$ cat src/rtl/lhp_pkg.sv
// Shared types, constants and the bucket limit table of the latency histogram.
// No dependencies; used by every module of the block.
`default_nettype none

package lhp_pkg;

    localparam int NUM_BUCKETS   = 154;
    localparam int COUNT_WIDTH   = 32;
    localparam int SAMPLE_WIDTH  = 40;
    localparam int FINITE_LIMITS = 153;
    localparam int BIDX_W        = $clog2(NUM_BUCKETS);
    localparam int LIMIT_W       = 34;
    localparam int PCT_W         = 14;
    localparam int TGT_W         = COUNT_WIDTH + PCT_W;
    localparam int REM_W         = TGT_W + 2;
    localparam int SPAN_W        = LIMIT_W + 8;
    localparam int VALUE_W       = 48;
    localparam int PADDR_W       = 3;
    localparam int PDATA_W       = 32;

    localparam logic [PCT_W-1:0] PCT_SCALE = 14'd10000;
    localparam logic [PCT_W-1:0] PCT_RESET = 14'd9900;
    localparam logic [BIDX_W-1:0] LAST_BUCKET = BIDX_W'(NUM_BUCKETS - 1);

    localparam logic [1:0] MODE_ADD    = 2'd0;
    localparam logic [1:0] MODE_CLEAR  = 2'd1;
    localparam logic [1:0] MODE_REPORT = 2'd2;

    localparam logic REG_PCT = 1'b0;

    localparam logic [LIMIT_W-1:0] LIMIT_TAB [0:FINITE_LIMITS-1] = '{
        34'd1, 34'd2, 34'd3, 34'd4, 34'd5, 34'd6, 34'd7, 34'd8, 34'd9, 34'd10,
        34'd12, 34'd14, 34'd16, 34'd18, 34'd20, 34'd25, 34'd30, 34'd35, 34'd40,
        34'd45, 34'd50, 34'd60, 34'd70, 34'd80, 34'd90, 34'd100, 34'd120,
        34'd140, 34'd160, 34'd180, 34'd200, 34'd250, 34'd300, 34'd350, 34'd400,
        34'd450, 34'd500, 34'd600, 34'd700, 34'd800, 34'd900, 34'd1000,
        34'd1200, 34'd1400, 34'd1600, 34'd1800, 34'd2000, 34'd2500, 34'd3000,
        34'd3500, 34'd4000, 34'd4500, 34'd5000, 34'd6000, 34'd7000, 34'd8000,
        34'd9000, 34'd10000, 34'd12000, 34'd14000, 34'd16000, 34'd18000,
        34'd20000, 34'd25000, 34'd30000, 34'd35000, 34'd40000, 34'd45000,
        34'd50000, 34'd60000, 34'd70000, 34'd80000, 34'd90000, 34'd100000,
        34'd120000, 34'd140000, 34'd160000, 34'd180000, 34'd200000,
        34'd250000, 34'd300000, 34'd350000, 34'd400000, 34'd450000,
        34'd500000, 34'd600000, 34'd700000, 34'd800000, 34'd900000,
        34'd1000000, 34'd1200000, 34'd1400000, 34'd1600000, 34'd1800000,
        34'd2000000, 34'd2500000, 34'd3000000, 34'd3500000, 34'd4000000,
        34'd4500000, 34'd5000000, 34'd6000000, 34'd7000000, 34'd8000000,
        34'd9000000, 34'd10000000, 34'd12000000, 34'd14000000, 34'd16000000,
        34'd18000000, 34'd20000000, 34'd25000000, 34'd30000000, 34'd35000000,
        34'd40000000, 34'd45000000, 34'd50000000, 34'd60000000, 34'd70000000,
        34'd80000000, 34'd90000000, 34'd100000000, 34'd120000000,
        34'd140000000, 34'd160000000, 34'd180000000, 34'd200000000,
        34'd250000000, 34'd300000000, 34'd350000000, 34'd400000000,
        34'd450000000, 34'd500000000, 34'd600000000, 34'd700000000,
        34'd800000000, 34'd900000000, 34'd1000000000, 34'd1200000000,
        34'd1400000000, 34'd1600000000, 34'd1800000000, 34'd2000000000,
        34'd2500000000, 34'd3000000000, 34'd3500000000, 34'd4000000000,
        34'd4500000000, 34'd5000000000, 34'd6000000000, 34'd7000000000,
        34'd8000000000, 34'd9000000000
    };

    typedef struct packed {
        logic [1:0]              mode;
        logic [SAMPLE_WIDTH-1:0] sample;
    } lhp_in_t;

    typedef struct packed {
        logic [VALUE_W-1:0]      percentile_value;
        logic [SAMPLE_WIDTH-1:0] min_seen;
        logic [SAMPLE_WIDTH-1:0] max_seen;
        logic [COUNT_WIDTH-1:0]  sample_count;
        logic                    empty_res;
    } lhp_out_t;

    typedef struct packed {
        logic [SPAN_W-1:0] span;
        logic [TGT_W-1:0]  numer;
        logic [TGT_W-1:0]  denom;
    } lhp_md_req_t;

    // buckets past the table reuse the last finite limit
    function automatic logic [LIMIT_W-1:0] limit_of(input logic [BIDX_W-1:0] b);
        logic [LIMIT_W-1:0] lim;
        if (b < BIDX_W'(FINITE_LIMITS))
            lim = LIMIT_TAB[b];
        else
            lim = LIMIT_TAB[FINITE_LIMITS-1];
        return lim;
    endfunction

endpackage

`default_nettype wire

$ cat src/rtl/lhp_bucket_store.sv
// Bucket count memory: one write and one registered read port, per-entry valid bits.
// Depends on lhp_pkg.
`default_nettype none

module lhp_bucket_store (
    input  wire logic                               clk,
    input  wire logic                               rst_n,
    input  wire logic                               clr,
    input  wire logic                               rd_en,
    input  wire logic [lhp_pkg::BIDX_W-1:0]         rd_addr,
    output logic      [lhp_pkg::COUNT_WIDTH-1:0]    rd_data,
    input  wire logic                               wr_en,
    input  wire logic [lhp_pkg::BIDX_W-1:0]         wr_addr,
    input  wire logic [lhp_pkg::COUNT_WIDTH-1:0]    wr_data
);

    logic [lhp_pkg::COUNT_WIDTH-1:0] mem [0:lhp_pkg::NUM_BUCKETS-1];
    logic [lhp_pkg::NUM_BUCKETS-1:0] valid_reg;
    logic [lhp_pkg::COUNT_WIDTH-1:0] rd_data_reg;
    logic                            rd_vld_reg;

    always_ff @(posedge clk)
    begin
        if (wr_en)
            mem[wr_addr] <= wr_data;
        if (rd_en)
            rd_data_reg <= mem[rd_addr];
    end

    always_ff @(posedge clk or negedge rst_n)
    begin
        if (!rst_n)
        begin
            valid_reg  <= '0;
            rd_vld_reg <= 1'b0;
        end
        else
        begin
            if (rd_en)
                rd_vld_reg <= valid_reg[rd_addr];
            if (clr)
                valid_reg <= '0;
            else if (wr_en)
                valid_reg[wr_addr] <= 1'b1;
        end
    end

    // never-written entries read as zero
    assign rd_data = rd_vld_reg ? rd_data_reg : '0;

endmodule

`default_nettype wire

$ cat config.mk
export PLATFORM = sky130hd
export DESIGN_NAME = lhp_bucket_store
export DESIGN_NICKNAME = d
export VERILOG_FILES = /design/src/rtl/lhp_pkg.sv /design/src/rtl/lhp_bucket_store.sv
export SDC_FILE = /design/constraint.sdc
export NUM_CORES = 2
export LEC_CHECK = 0
export BUFFER_PORTS_ARGS = -buffer_cell sky130_fd_sc_hd__clkbuf_2
export CAP_MARGIN = 30
export CORE_UTILIZATION = 40
export DETAILED_ROUTE_END_ITERATION = 16
export SLEW_MARGIN = 5
export SYNTH_ARGS = -nofsm -noshare
export SYNTH_HDL_FRONTEND = slang
export SYNTH_MEMORY_MAX_BITS = 65536
export SYNTH_SLANG_ARGS = --single-unit
$ cat constraint.sdc
create_clock -name clk -period 6.24 [get_ports clk]
set_input_delay 1.248 -clock clk [delete_from_list [all_inputs] [get_ports clk]]
set_output_delay 1.248 -clock clk [all_outputs]
set_load 0.01 [all_outputs]
=== Word level (Yosys, flattened, before mapping) ===
Memories as Yosys holds them, arrays and structs flattened. A register that Yosys moved wholly into a read port is not among the register bits.
Cells that the tools add are included.

* Bitwise gates (word level): 1
* Multiplexer cells: 9
* Magnitude comparators: 3
* Reduce and logical (&&, ||, !) cells: 2

{| class="wikitable"
|+ Operator list
! cell !! count
|-
| two-way mux 154 bit || 2
|-
| OR 154 bit || 1
|-
| two-way mux 32 bit || 1
|-
| < comparator 8 x 9 -> 1 bit (second input constant) || 2
|-
| binary-select mux 1 bit (select 8 bit) || 1
|-
| demux 1 bit (select 8 bit) || 1
|-
| >= comparator 8 x 1 -> 1 bit (second input constant) || 1
|-
| two-way mux 1 bit || 4
|-
| nonzero test 2 bit || 1
|-
| logical AND 1 bit || 1
|}

* Memories kept: 1
* Output and inout bits: 32
* Memory bits (writable): 4928
* Bits in registers: 155

{| class="wikitable"
|+ Memory list
! memory !! words !! bits a word !! rd ports !! clocked after memory_dff !! wr ports !! RTL line !! RTL
|-
| mem || 154 || 32 || 1 || 1 || 1 || lhp_bucket_store.sv:17 || <nowiki>logic [lhp_pkg::COUNT_WIDTH-1:0] mem [0:lhp_pkg::NUM_BUCKETS-1];</nowiki>
|}

=== Depth between registers and ports, before layout ===
* Word-level depth: 7
* Mapped depth: 13
* Depth with buffers taken out: 6

=== Worst setup path before layout ===
No wires, ideal clock.

* Path type: input port to flip-flop
* From: input wr_addr[2] (netlist name)
* To: memory mem[119][0] (netlist name) (enable)
* Buffers on the path: 2
* Required time: 5.817 ns
* Setup slack: 2.207 ns
* Stages: 5
* Arrival time: 3.611 ns
* Path through: clkbuf_1 -> nor2b_1 -> clkbuf_1 -> nand4_1 -> nor2_1

{| class="wikitable"
|+ RTL lines
! what !! RTL line !! RTL
|-
| start: declaration || lhp_bucket_store.sv:13 || <nowiki>input wire logic [lhp_pkg::BIDX_W-1:0] wr_addr,</nowiki>
|-
| end: declaration || lhp_bucket_store.sv:17 ||
|}

No word-level cell before the write port.

==> flow_summary.rst <==
.. list-table::
   :header-rows: 1

   * - Metric
     - Value
   * - Worst setup slack after layout
     - 1.78 ns
   * - Crit path DAT
     - 5.37 ns
   * - DIE WIDTH
     - 702 um
   * - Insertion delay of the later-clocked pin in the worst-skew pair
     - 1.04 ns
   * - Pin count of the biggest net entering global routing
     - 155
   * - HPWL after detailed placement
     - 337 mm
   * - Residual antenna-violating net count after detailed routing
     - 0
   * - Post-layout min period
     - 4.46 ns
   * - Initial cell density of the core
     - 0.403
   * - Most frequent cell on the critical path
     - buf_4
   * - Total non-filler cell area in the finished layout
     - 226,000 um^2
   * - Sequential share of power
     - 0.524
   * - Reg2reg setup slack
     - 2.93 ns
   * - Routed wire length per instance
     - 34.8 um
   * - Placed cell count
     - 15,300
   * - Combinational fraction of design power
     - 0.051
   * - Number of hold-repair buffers added at the cts stage
     - 0
   * - Vert. Die Dim
     - 702 um
   * - Slowest CP cell
     - nor4_1
   * - Total negative slack for setup checks
     - 0 ns
   * - Cells taking the most area after synthesis
     - edfxtp_1 76%, mux4_2 16%, dfrtp_1 2.0%
   * - Initial antenna violation count
     - 56
   * - Proportion of netlist area held by the largest area contributor
     - 0.759
   * - Post-detailed-placement cell area
     - 209,000 um^2
   * - I/O pins
     - 85
   * - Share of total power consumed by net switching
     - 0.218
   * - Run status
     - finished, final reports clean
   * - Internal power
     - 56.4 mW
   * - Final #Nets
     - 9,406
   * - Worst stage delay on the critical path
     - 0.74 ns
   * - Number of instances in the synthesized netlist
     - 8,702
   * - Post-synth ARST share
     - 0.0303
   * - Area delta synth->final
     - 15.0%
   * - Crit. End Element
     - flop
   * - Critical register-to-register path endpoint
     - rd_data_reg[6]
   * - Clock Skew
     - 0.0453 ns
   * - Netlist area before placement
     - 196,000 um^2
   * - Critical Path RT
     - 7.14 ns
   * - Worst-Margin Slew
     - 1.31 ns
   * - Net count after synthesis
     - 8,755
   * - EDFF count, synth
     - 4,960
   * - Fraction of layout cells with a size suffix above 1
     - 0.298
   * - # rows
     - 256
   * - Sequential cell area fraction in the yosys report
     - 0.779
   * - Post-cts repair resize count
     - 0
   * - Vias
     - 97,400
   * - Most instantiated flip-flop cell in the synthesis netlist
     - edfxtp_1
   * - Series of cell instances along the critical path
     - buf_4 > inv_8 > buf_4 > buf_4 > mux2i_1 > a22oi_1 > nand2_1 > nor4_1 > buf_4 > a32o_1
   * - Cell type with the largest total area after synthesis
     - edfxtp_1
   * - Post-CTS setup buffers
     - 0
   * - Total Routed Length
     - 565 mm
   * - Clock slew seen by the registers of the worst setup and hold paths
     - 0.06 ns
   * - Finish-stage setup viols
     - 0
   * - DRC violations left
     - 0
   * - RSZ-0062 raised after global routing
     - no
   * - Clock net sink count
     - 5,115
   * - Fin. max-slew vios
     - 0
   * - Overall power
     - 72.2 mW
   * - Total leakage power
     - 71.2 nW
   * - Maximum level of the CTS H-tree
     - 6
   * - Cts bufs inserted
     - 530
   * - Via count of the first global-routing pass
     - 96,300
   * - Port buffer count
     - 84
   * - Buffer levels on the longest clock path
     - 4
   * - Net Switching
     - 15.7 mW
   * - Area of the core
     - 487,000 um^2
   * - Vias per std cell
     - 6.00
   * - Non-filler cells, final
     - 16,200
   * - Placement Setup Slack
     - 0.746 ns
   * - YS warnings
     - 0
   * - Initial DRT Pass Iterations
     - 6
   * - Clock root cell
     - clkbuf_16
   * - Final worst path period share
     - 0.715
   * - Portion of total power attributed to the clock network
     - 0.425
   * - Worst slew slack as a fraction of its limit
     - 0.126
   * - Gr usage total
     - 0.226
   * - Startpoint Class
     - primary input
   * - Number of flip-flops in the largest register
     - 4,928
   * - Wire length of the first global-routing pass
     - 781 mm
   * - Worst-case hold slack
     - 0.279 ns
   * - Leftover overflow at the end of global routing
     - 0
   * - Min-Delay Path Class
     - primary input to async pin
   * - Power density over the cells
     - 320 nW/um^2
   * - Hold Violations, Final
     - 0
   * - Max rail drop VDD
     - 0.343 mV
   * - Detailed Route Iter0 Violations
     - 14,200
   * - Kind of critical path
     - primary input to flop
   * - Synthesis-stage register bit count
     - 5,115
   * - Die Area
     - 493,000 um^2
   * - Routability congestion estimate from global placement
     - 0.914
   * - Maximum fanout along the worst path
     - 63
   * - Share of the core filled with cells in the final layout
     - 0.463
   * - Mean post-synth cell area
     - 22.5 um^2
   * - FF-to-FF Start
     - mem[51][6]
   * - Number of cell instances on the worst register-to-register path
     - 6
   * - CTS tree
     - built
   * - Layout fillers
     - 39,600
   * - Max-Cap Viols
     - 0
   * - Count of cell types in the netlist
     - 61
   * - Highest Clock Rate
     - 0.224 GHz
==> cell families (layout without fill, tap and decap cells) <==
logic type / Yosys count / count (layout) / synth area share
flops: 5115 / 5115 / 0.779
buf+inv: 487 / 1551 / 0.0125
other cells: 0 / 25 / 0
compound gates: 410 / 410 / 0.0156
simple gates: 1046 / 1046 / 0.0228
mux: 1644 / 1644 / 0.170
==> synth_stat cells (4+ instances only) <==
master,number
a2111oi_0,21
edfxtp_1,4960
buf_2,118
nor3_1,8
a22oi_1,83
a211oi_1,59
o221ai_1,7
a31oi_1,17
mux4_2,1354
nand4_1,25
inv_1,6
o22ai_1,15
clkbuf_1,199
nand2_1,284
mux2i_1,282
o211ai_1,7
nor2b_1,22
nor2_1,520
nor4_1,26
a21oi_1,22
a32oi_1,4
dfrtp_1,155
a221oi_1,13
a32o_1,17
and2_1,86
a22o_1,29
buf_6,29
nand3_1,49
mux2_2,8
buf_1,66
o21ba_2,24
nand2b_1,8
buf_4,65
o21ai_0,63
a311oi_1,8
and3_1,9
==> power groups by stage <==
stage | logic (mW) | clock network [mW] | registers, mW
floorplan | 1.79 | 0 | 38.5
global placement | 3.59 | 0 | 38.6
detailed placement | 3.66 | 0 | 38.6
CTS | 3.67 | 31.1 | 37.8
global route | 3.83 | 32.3 | 37.8
finish | 3.68 | 30.7 | 37.8
==> routing by layer <==
metal,share of wire,vias up,GRT usage
li1,-,38000,-
met1,0.40,53100,0.324
met2,0.46,5427,0.348
met3,0.10,879,0.0502
met4,0.034,24,0.0682
met5,0.00025,-,0
==> layout make-up <==
class / instances / area [um^2] / area share
clock buffer: 677 / 14200 / 0.0628
timing repair buffer: 597 / 5690 / 0.0252
clock inverter: 268 / 2510 / 0.0111
sequential: 5115 / 153000 / 0.677
multi-input combinational: 3100 / 42400 / 0.188
inverter: 9 / 53.8 / 0.000238
tap: 6450 / 8070 / 0.0358
antenna: 25 / 62.6 / 0.000277
==> worst max-delay path: cells and delay by family <==
family | cells | cell delay [ns]
AO/OA/AOI/OAI | 2 | 0.71
multiplexers | 1 | 0.10
buffers and inverters | 5 | 2.00
AND/OR/NAND/NOR | 2 | 1.08
==> cells in the final DEF, fill, tap and decap left out, types with 45 or more instances in the layout <==
cell | netlist | final
nor2_1 | 520 | 363
a22oi_1 | 83 | 83
clkbuf_16 | 0 | 542
mux4_2 | 1354 | 1354
o21ai_0 | 63 | 60
clkinv_2 | 0 | 70
nor2_4 | 0 | 156
buf_12 | 0 | 78
dfrtp_1 | 155 | 155
nand3_1 | 49 | 45
clkinv_1 | 1 | 105
clkbuf_1 | 199 | 125
edfxtp_1 | 4960 | 4960
buf_4 | 65 | 424
mux2i_1 | 282 | 282
nand2_1 | 284 | 278
and2_1 | 86 | 86
==> worst max-delay path by stage <==
stage,from,endpoint,depth (start not counted)
3_3_place_gp,rd_addr[4],rd_data_reg[12],8
2_1_floorplan,wr_addr[2],mem[119][0],5
3_5_place_dp,rd_addr[3],rd_data_reg[26],10
6_report,rd_addr[3],rd_data_reg[26],10
4_1_cts,rd_addr[3],rd_data_reg[26],10
5_1_grt,rd_addr[3],rd_data_reg[13],9
Power figures use the tool's default switching activity.
