### config.mk
export PLATFORM = sky130hd
export DESIGN_NAME = lhp_muldiv
export DESIGN_NICKNAME = d
export VERILOG_FILES = /design/src/rtl/lhp_pkg.sv /design/src/rtl/lhp_muldiv.sv
export SDC_FILE = /design/constraint.sdc
export NUM_CORES = 1
export LEC_CHECK = 0
export BUFFER_PORTS_ARGS = -buffer_cell sky130_fd_sc_hd__buf_2
export CORE_MARGIN = 2
export CORE_UTILIZATION = 30
export CTS_BUF_LIST = sky130_fd_sc_hd__clkbuf_4 sky130_fd_sc_hd__clkbuf_8
export CTS_CLUSTER_DIAMETER = 200
export DETAILED_ROUTE_END_ITERATION = 16
export PLACE_DENSITY = 0.5
export SYNTH_ARGS = -nofsm -noshare
export SYNTH_HDL_FRONTEND = slang
export SYNTH_SLANG_ARGS = --single-unit
### constraint.sdc
create_clock -name clk -period 9.2 [get_ports clk]
set_input_delay 0.46 -clock clk [delete_from_list [all_inputs] [get_ports clk]]
set_output_delay 0.46 -clock clk [all_outputs]
set_load 0.02 [all_outputs]
### src/rtl/lhp_pkg.sv
// Shared types, constants and the bucket limit table of the latency histogram.
// No dependencies; used by every module of the block.
`default_nettype none

package lhp_pkg;

    localparam int NUM_BUCKETS   = 154;
    localparam int COUNT_WIDTH   = 32;
    localparam int SAMPLE_WIDTH  = 40;
    localparam int FINITE_LIMITS = 153;
    localparam int BIDX_W        = $clog2(NUM_BUCKETS);
    localparam int LIMIT_W       = 34;
    localparam int PCT_W         = 14;
    localparam int TGT_W         = COUNT_WIDTH + PCT_W;
    localparam int REM_W         = TGT_W + 2;
    localparam int SPAN_W        = LIMIT_W + 8;
    localparam int VALUE_W       = 48;
    localparam int PADDR_W       = 3;
    localparam int PDATA_W       = 32;

    localparam logic [PCT_W-1:0] PCT_SCALE = 14'd10000;
    localparam logic [PCT_W-1:0] PCT_RESET = 14'd9900;
    localparam logic [BIDX_W-1:0] LAST_BUCKET = BIDX_W'(NUM_BUCKETS - 1);

    localparam logic [1:0] MODE_ADD    = 2'd0;
    localparam logic [1:0] MODE_CLEAR  = 2'd1;
    localparam logic [1:0] MODE_REPORT = 2'd2;

    localparam logic REG_PCT = 1'b0;

    localparam logic [LIMIT_W-1:0] LIMIT_TAB [0:FINITE_LIMITS-1] = '{
        34'd1, 34'd2, 34'd3, 34'd4, 34'd5, 34'd6, 34'd7, 34'd8, 34'd9, 34'd10,
        34'd12, 34'd14, 34'd16, 34'd18, 34'd20, 34'd25, 34'd30, 34'd35, 34'd40,
        34'd45, 34'd50, 34'd60, 34'd70, 34'd80, 34'd90, 34'd100, 34'd120,
        34'd140, 34'd160, 34'd180, 34'd200, 34'd250, 34'd300, 34'd350, 34'd400,
        34'd450, 34'd500, 34'd600, 34'd700, 34'd800, 34'd900, 34'd1000,
        34'd1200, 34'd1400, 34'd1600, 34'd1800, 34'd2000, 34'd2500, 34'd3000,
        34'd3500, 34'd4000, 34'd4500, 34'd5000, 34'd6000, 34'd7000, 34'd8000,
        34'd9000, 34'd10000, 34'd12000, 34'd14000, 34'd16000, 34'd18000,
        34'd20000, 34'd25000, 34'd30000, 34'd35000, 34'd40000, 34'd45000,
        34'd50000, 34'd60000, 34'd70000, 34'd80000, 34'd90000, 34'd100000,
        34'd120000, 34'd140000, 34'd160000, 34'd180000, 34'd200000,
        34'd250000, 34'd300000, 34'd350000, 34'd400000, 34'd450000,
        34'd500000, 34'd600000, 34'd700000, 34'd800000, 34'd900000,
        34'd1000000, 34'd1200000, 34'd1400000, 34'd1600000, 34'd1800000,
        34'd2000000, 34'd2500000, 34'd3000000, 34'd3500000, 34'd4000000,
        34'd4500000, 34'd5000000, 34'd6000000, 34'd7000000, 34'd8000000,
        34'd9000000, 34'd10000000, 34'd12000000, 34'd14000000, 34'd16000000,
        34'd18000000, 34'd20000000, 34'd25000000, 34'd30000000, 34'd35000000,
        34'd40000000, 34'd45000000, 34'd50000000, 34'd60000000, 34'd70000000,
        34'd80000000, 34'd90000000, 34'd100000000, 34'd120000000,
        34'd140000000, 34'd160000000, 34'd180000000, 34'd200000000,
        34'd250000000, 34'd300000000, 34'd350000000, 34'd400000000,
        34'd450000000, 34'd500000000, 34'd600000000, 34'd700000000,
        34'd800000000, 34'd900000000, 34'd1000000000, 34'd1200000000,
        34'd1400000000, 34'd1600000000, 34'd1800000000, 34'd2000000000,
        34'd2500000000, 34'd3000000000, 34'd3500000000, 34'd4000000000,
        34'd4500000000, 34'd5000000000, 34'd6000000000, 34'd7000000000,
        34'd8000000000, 34'd9000000000
    };

    typedef struct packed {
        logic [1:0]              mode;
        logic [SAMPLE_WIDTH-1:0] sample;
    } lhp_in_t;

    typedef struct packed {
        logic [VALUE_W-1:0]      percentile_value;
        logic [SAMPLE_WIDTH-1:0] min_seen;
        logic [SAMPLE_WIDTH-1:0] max_seen;
        logic [COUNT_WIDTH-1:0]  sample_count;
        logic                    empty_res;
    } lhp_out_t;

    typedef struct packed {
        logic [SPAN_W-1:0] span;
        logic [TGT_W-1:0]  numer;
        logic [TGT_W-1:0]  denom;
    } lhp_md_req_t;

    // buckets past the table reuse the last finite limit
    function automatic logic [LIMIT_W-1:0] limit_of(input logic [BIDX_W-1:0] b);
        logic [LIMIT_W-1:0] lim;
        if (b < BIDX_W'(FINITE_LIMITS))
            lim = LIMIT_TAB[b];
        else
            lim = LIMIT_TAB[FINITE_LIMITS-1];
        return lim;
    endfunction

endpackage

`default_nettype wire

### src/rtl/lhp_muldiv.sv
// Serial floor(span * numer / denom), one span bit per cycle; needs numer <= denom.
// Depends on lhp_pkg.
`default_nettype none

module lhp_muldiv (
    input  wire logic                         clk,
    input  wire logic                         rst_n,
    input  wire logic                         start,
    input  wire lhp_pkg::lhp_md_req_t         req,
    output logic                              done,
    output logic      [lhp_pkg::SPAN_W-1:0]   quot
);

    localparam int CNT_W = $clog2(lhp_pkg::SPAN_W + 1);

    logic                         busy_reg;
    logic                         done_reg;
    logic [CNT_W-1:0]             cnt_reg;
    logic [lhp_pkg::SPAN_W-1:0]   span_reg;
    logic [lhp_pkg::TGT_W-1:0]    numer_reg;
    logic [lhp_pkg::REM_W-1:0]    denom1_reg;
    logic [lhp_pkg::REM_W-1:0]    rem_reg;
    logic [lhp_pkg::SPAN_W-1:0]   q_reg;
    logic [lhp_pkg::REM_W-1:0]    t;
    logic [lhp_pkg::REM_W-1:0]    d2;
    logic [lhp_pkg::REM_W-1:0]    rem_next;
    logic [1:0]                   qd;

    // remainder stays below denom, so t < 3*denom and the digit is 0..2
    always_comb
    begin
        d2 = denom1_reg << 1;
        t  = (rem_reg << 1) +
             (span_reg[lhp_pkg::SPAN_W-1] ? lhp_pkg::REM_W'(numer_reg) : '0);
        if (t >= d2)
        begin
            rem_next = t - d2;
            qd       = 2'd2;
        end
        else if (t >= denom1_reg)
        begin
            rem_next = t - denom1_reg;
            qd       = 2'd1;
        end
        else
        begin
            rem_next = t;
            qd       = 2'd0;
        end
    end

    always_ff @(posedge clk or negedge rst_n)
    begin
        if (!rst_n)
        begin
            busy_reg <= 1'b0;
            done_reg <= 1'b0;
            cnt_reg  <= '0;
        end
        else
        begin
            done_reg <= 1'b0;
            if (start)
            begin
                busy_reg <= 1'b1;
                cnt_reg  <= CNT_W'(lhp_pkg::SPAN_W);
            end
            else if (busy_reg)
            begin
                cnt_reg <= cnt_reg - CNT_W'(1);
                if (cnt_reg == CNT_W'(1))
                begin
                    busy_reg <= 1'b0;
                    done_reg <= 1'b1;
                end
            end
        end
    end

    always_ff @(posedge clk)
    begin
        if (start)
        begin
            span_reg   <= req.span;
            numer_reg  <= req.numer;
            denom1_reg <= lhp_pkg::REM_W'(req.denom);
            rem_reg    <= '0;
            q_reg      <= '0;
        end
        else if (busy_reg)
        begin
            span_reg <= span_reg << 1;
            rem_reg  <= rem_next;
            q_reg    <= (q_reg << 1) + lhp_pkg::SPAN_W'(qd);
        end
    end

    assign done = done_reg;
    assign quot = q_reg;

endmodule

`default_nettype wire

Word level (Yosys, flattened, before mapping). Index checks and enable logic that the tools add are counted.

Logic and storage cells: 32. Bits of input ports: 137. Bits in registers: 231.

Reduce and logical (&&, ||, !) cells: 1. Eq/ne operators: 1. Magnitude comparators: 2. Mux-type cells: 15. Add/sub/neg operators: 5.

Operators with widths (count): $mux W47 (2); $mux W42 (2); $add A48 B46 Y48 (1); $ge A48 B46 Y1 (1); $ge A48 B47 Y1 (1); $sub A47 B46 Y47 (1); $sub A47 B47 Y47 (1); $mux W46 (1); $add A42 B2 Y42 (1); $mux W6 (2); $mux W1 (7); $eq A6 B1 Y1 const B (1); $sub A6 B1 Y6 const B (1); $mux W2 (1); $reduce_bool A2 Y1 (1).

Logic depth before layout (Yosys ltp).
Depth in word-level cells: 6. Gate-level depth with buffers: 35. Mapped depth without buffers: 31.

Worst setup path before layout. No wires, ideal clock.

Path type: register to register. Start: register span_reg[41] in the netlist's numbering. End: register q_reg, in the netlist quot[41]. Buffers on the path: 4. Period minus slack after synthesis: 7.032 ns. Required time: 9.114 ns. Library setup time: 0.086 ns. Stages on the path, launching flop included: 35. Setup slack: 2.168 ns. Data arrival time: 6.946 ns. Path through: edfxtp_1 > clkbuf_1 > clkbuf_1 > and2_1 > ha_1 > fa_1 > a211oi_2 > o21bai_2 > a41o_2 > a31oi_2 > o31a_2 > o21bai_1 > a21o_1 > a21oi_1 > xnor2_1 > ha_1 > clkbuf_1 > nand2_1 > o21ai_0 > nor3_1 > nand4_1 > nand2_1 > o31ai_1 > o21ai_0 > o21a_4 > inv_2 > buf_1 > ha_1 > ha_1 > and2_1 > nand4_1 > nor4_1 > nand4_1 > xor2_1 > a211oi_1.

Longest elaborated chain between the ends: 6. Elaborated cells on any way between the ends: 7.

RTL lines: start, declared (RTL line lhp_muldiv.sv:19) `logic [lhp_pkg::SPAN_W-1:0] span_reg;`; start signal, assigned (RTL line lhp_muldiv.sv:84) `span_reg <= req.span;`; start signal, assigned (RTL line lhp_muldiv.sv:92) `span_reg <= span_reg << 1;`; $mux W46 (*) (RTL line lhp_muldiv.sv:34) `(span_reg[lhp_pkg::SPAN_W-1] ? lhp_pkg::REM_W'(numer_reg) : '0);`; $add A48 B46 Y48 (*) (RTL line lhp_muldiv.sv:33) `t = (rem_reg << 1) +`; $ge A48 B46 Y1 (RTL line lhp_muldiv.sv:40) `else if (t >= denom1_reg)`; $mux W1 (RTL line lhp_muldiv.sv:40); $mux W2 (*) (RTL line lhp_muldiv.sv:35) `if (t >= d2)`; $add A42 B2 Y42 (*) (RTL line lhp_muldiv.sv:94) `q_reg <= (q_reg << 1) + lhp_pkg::SPAN_W'(qd);`; end signal, assigned (RTL line lhp_muldiv.sv:94); end, declared (RTL line lhp_muldiv.sv:23) `logic [lhp_pkg::SPAN_W-1:0] q_reg;`.

Mark *: on every way between the ends. The rest lies on a longest branch, timed or not. A chain may end at the register's enable or synchronous reset.

Worst setup path in the final report. Ends and elaborated chain as after synthesis.

==> results.md <==
* Die Height at 246 um
* Crit path DAT at 8430 ps
* CTS Sinks at 231
* CP required at 9720 ps
* Maximum clock rate at 0.126 GHz
* Final Setup Violations at 0
* Max IR drop VDD at 0.129 mV
* Pwr/cell area at 334 mW/mm^2
* Max Cap Viol at 0
* Reg2reg setup slack at 1290 ps
* CTS tree: done
* Drt pass-1 iters at 5
* Clk_skew at 28.4 ps
* Dpl hpwl at 45600 um
* DR iter-0 viols at 1136
* Worst reg2reg path endpoint: quot[41]
* Max reg flops at 47
* Asr flop ratio synth at 3.46%
* Total negative slack at 0 ps
* Final Hold Vio Count at 0
* Unrepaired setup endpoints after global routing: no
* Worst-Skew Late Latency at 630 ps
* Cts repair resizes at 0
* Max FO, Critical Path at 27
* Pleak at 8.83 nW
* Top Ports at 180
* Fin nets at 2495
* First-pass GRT wire length at 90500 um
* Ant diodes at 0
* Status: complete, no violations
* Post-synth EDFFs at 134
* Startpoint types: flip-flop
* Drt via density at 5.28
* Routed length per instance at 19.6 um
* Antenna violations before repair at 2
* Critical path type: reg2reg
* Core area at 0.0577 sq mm
* Worst slew margin at 26.7%
* Syn Inst Count at 1967
* Worst R2R Start: span_reg[41]
* DRT Wirelength at 59200 um
* Synthesized area at 0.0175 sq mm
* Starting Density at 30.3%
* # DRC at 0
* PortBufs at 179
* Ratio of cells with drive above 1 in the final layout at 15.8%
* GRT overflow at 0
* CP startpoint: span_reg[41]
* Syn nets at 2248
* Worst-margin pin slew at 1100 ps
* Finished Core Util at 36.5%
* Mapped Avg Cell Area at 8.90 sq um
* DIE WIDTH at 246 um
* Worst-case hold slack at 67.7 ps
* Synth-to-layout area growth at 20.3%
* Seq/Total Area, Yosys at 34.3%
* CTS Buffer Depth at 3
* Number of CTS-inserted buffers at 47
* Tcrit/Tclk final at 86.0%
* Reg2Reg Depth at 27
* Synth Register Bits at 231
* Distinct cells, synth at 86
* Clk Tree Root Cell: clkbuf_8
* CTS H-Tree Depth at 2
* ANT nets after route at 0
* Hold crit path type: in2reg
* Die area at 0.0603 sq mm
* Crit. End Element: flip-flop
* Max-slew violations at 0
* Total number of yosys warnings at 0
* Largest net degree at the start of global routing at 92
* Via Count at 15900
* FP Rows at 88
* Placer congestion estimate at 0.905
* Tot GR Track Use at 19.3%
* Min cycle time layout at 7910 ps
* Reg clk slew, reported paths at 60 ps
* CP endpoint: quot[41]
* Vias in the first global route at 15700
* Ys flop type: edfxtp_1
## worst min path at each step
stage	depth (start not counted)	endpoint	from	slack (ps)
floorplan	0	busy_reg	rst_n	160
global placement	1	done	rst_n	310
detailed placement	1	done	rst_n	320
CTS	1	numer_reg[31]	req[77]	10
global route	1	numer_reg[31]	req[77]	9
finish	1	numer_reg[31]	req[77]	70
## power breakdown
group | internal [mW] | switching [mW]
Clock | 0.669 | 0.487
Combinational | 1.74 | 2.79
Sequential | 1.25 | 0.0927
## layout make-up
class                           count  area, sq um
Tap cell                          765          957
Clock buffer                       58          736
Clock inverter                     27          263
Inverter                           82          308
Multi-Input combinational cell   1565        10800
Fill cell                        5933        36600
Sequential cell                   231         6010
Timing Repair Buffer              287         1950
## Yosys cell counts, types with 14 or more instances
master	number	area, sq um
or3_1	14	87.6
nor3_1	30	150
mux2_2	41	462
a21oi_1	174	871
edfxtp_1	134	4020
a211oi_1	64	480
clkbuf_1	69	259
and3_1	20	125
o21ai_0	118	591
inv_1	80	300
nor2_1	153	574
nand3_1	50	250
o31ai_1	14	105
nand2_1	152	571
a21o_1	57	428
o211ai_1	14	105
o21bai_1	22	165
xor2_1	75	657
ha_1	141	1760
dfxtp_1	89	1780
a311oi_1	15	131
and2_1	60	375
nand4_1	39	244
xnor2_1	78	683
o21a_1	25	188
## cells in the final DEF (no fill, tap or decap), types with 12 or more instances in the layout
cell           instances
nor2b_1               13
nor2_1               152
xor2_1                75
xnor2_1               78
o21ai_0              118
clkinv_1              12
and2_1                60
dfxtp_1               89
buf_2                178
nand2_1              152
nand4_1               39
o21bai_1              22
and3_1                20
mux2_2                41
clkbuf_8              49
a211oi_1              64
o211ai_1              14
edfxtp_1             134
a21o_1                57
nand3_1               50
or3_1                 14
a311oi_1              15
o21a_1                25
inv_1                 80
ha_1                 141
a21oi_1              174
a31oi_1               12
dlygate4sd3_1         92
nor3_1                29
buf_4                 16
nor4_1                13
o31ai_1               14
## what timing repair did
action | CTS | global route
hold endpoints to repair | 99 | 0
setup buffers | 0 | 0
hold buffers | 92 | 0
## cells by family after synthesis
group                    count (synthesis)  synth area share (%)
multiplexers                            53                  3.33
AO/OA/AOI/OAI                          624                  23.7
flip-flops                             231                  34.3
AND/OR/NAND/NOR                        591                  16.7
adder cells (fa/ha/maj)                144                  10.4
XOR/XNOR                               153                  7.66
buffers and inverters                  171                  3.87
## per-layer routing
| metal | vias to the layer above | track usage (%) | part of all wire (%) |
|---|---|---|---|
| met5 | - | 0 | 0 |
| met4 | 0 | 6.49 | 3.3 |
| met3 | 93 | 2.78 | 4.1 |
| met2 | 396 | 33.6 | 49 |
| met1 | 7596 | 24.2 | 43 |
| li1 | 7833 | - | - |
## stage by stage
| step | setup WS (ps) | instances | area, sq um | power (mW) |
|---|---|---|---|---|
| final | 1290 | 3015 | 21000 | 7.03 |
| after global routing | 487 | 3015 | 21000 | 7.56 |
| after CTS | 1280 | 3015 | 21000 | 7.04 |
| after detailed placement | 1290 | 2838 | 19100 | 5.79 |
| after global placement | 1540 | 2838 | 19100 | 5.79 |
| after floorplan | 2170 | 1967 | 17500 | 4.59 |
## worst max-delay path: stages (launching register included)
cell and delay [ps]:
edfxtp_1 620, buf_4 320, and2_1 170, ha_1 420, nand4_1 180, or4_1 580
a211oi_2 290, nor4b_4 110, a21oi_1 390, o211ai_1 160, a21boi_0 200, nor3b_1 70
a221oi_1 570, ha_1 330, and4_1 300, nand4_1 180, o31ai_1 380, o21ai_0 180
o21a_4 270, inv_2 100, ha_1 190, ha_1 210, and2_1 260, nand4_1 220
nor4_1 550, nand4_1 190, xor2_1 170, a211oi_1 210
(Power assumes the default switching activity.)
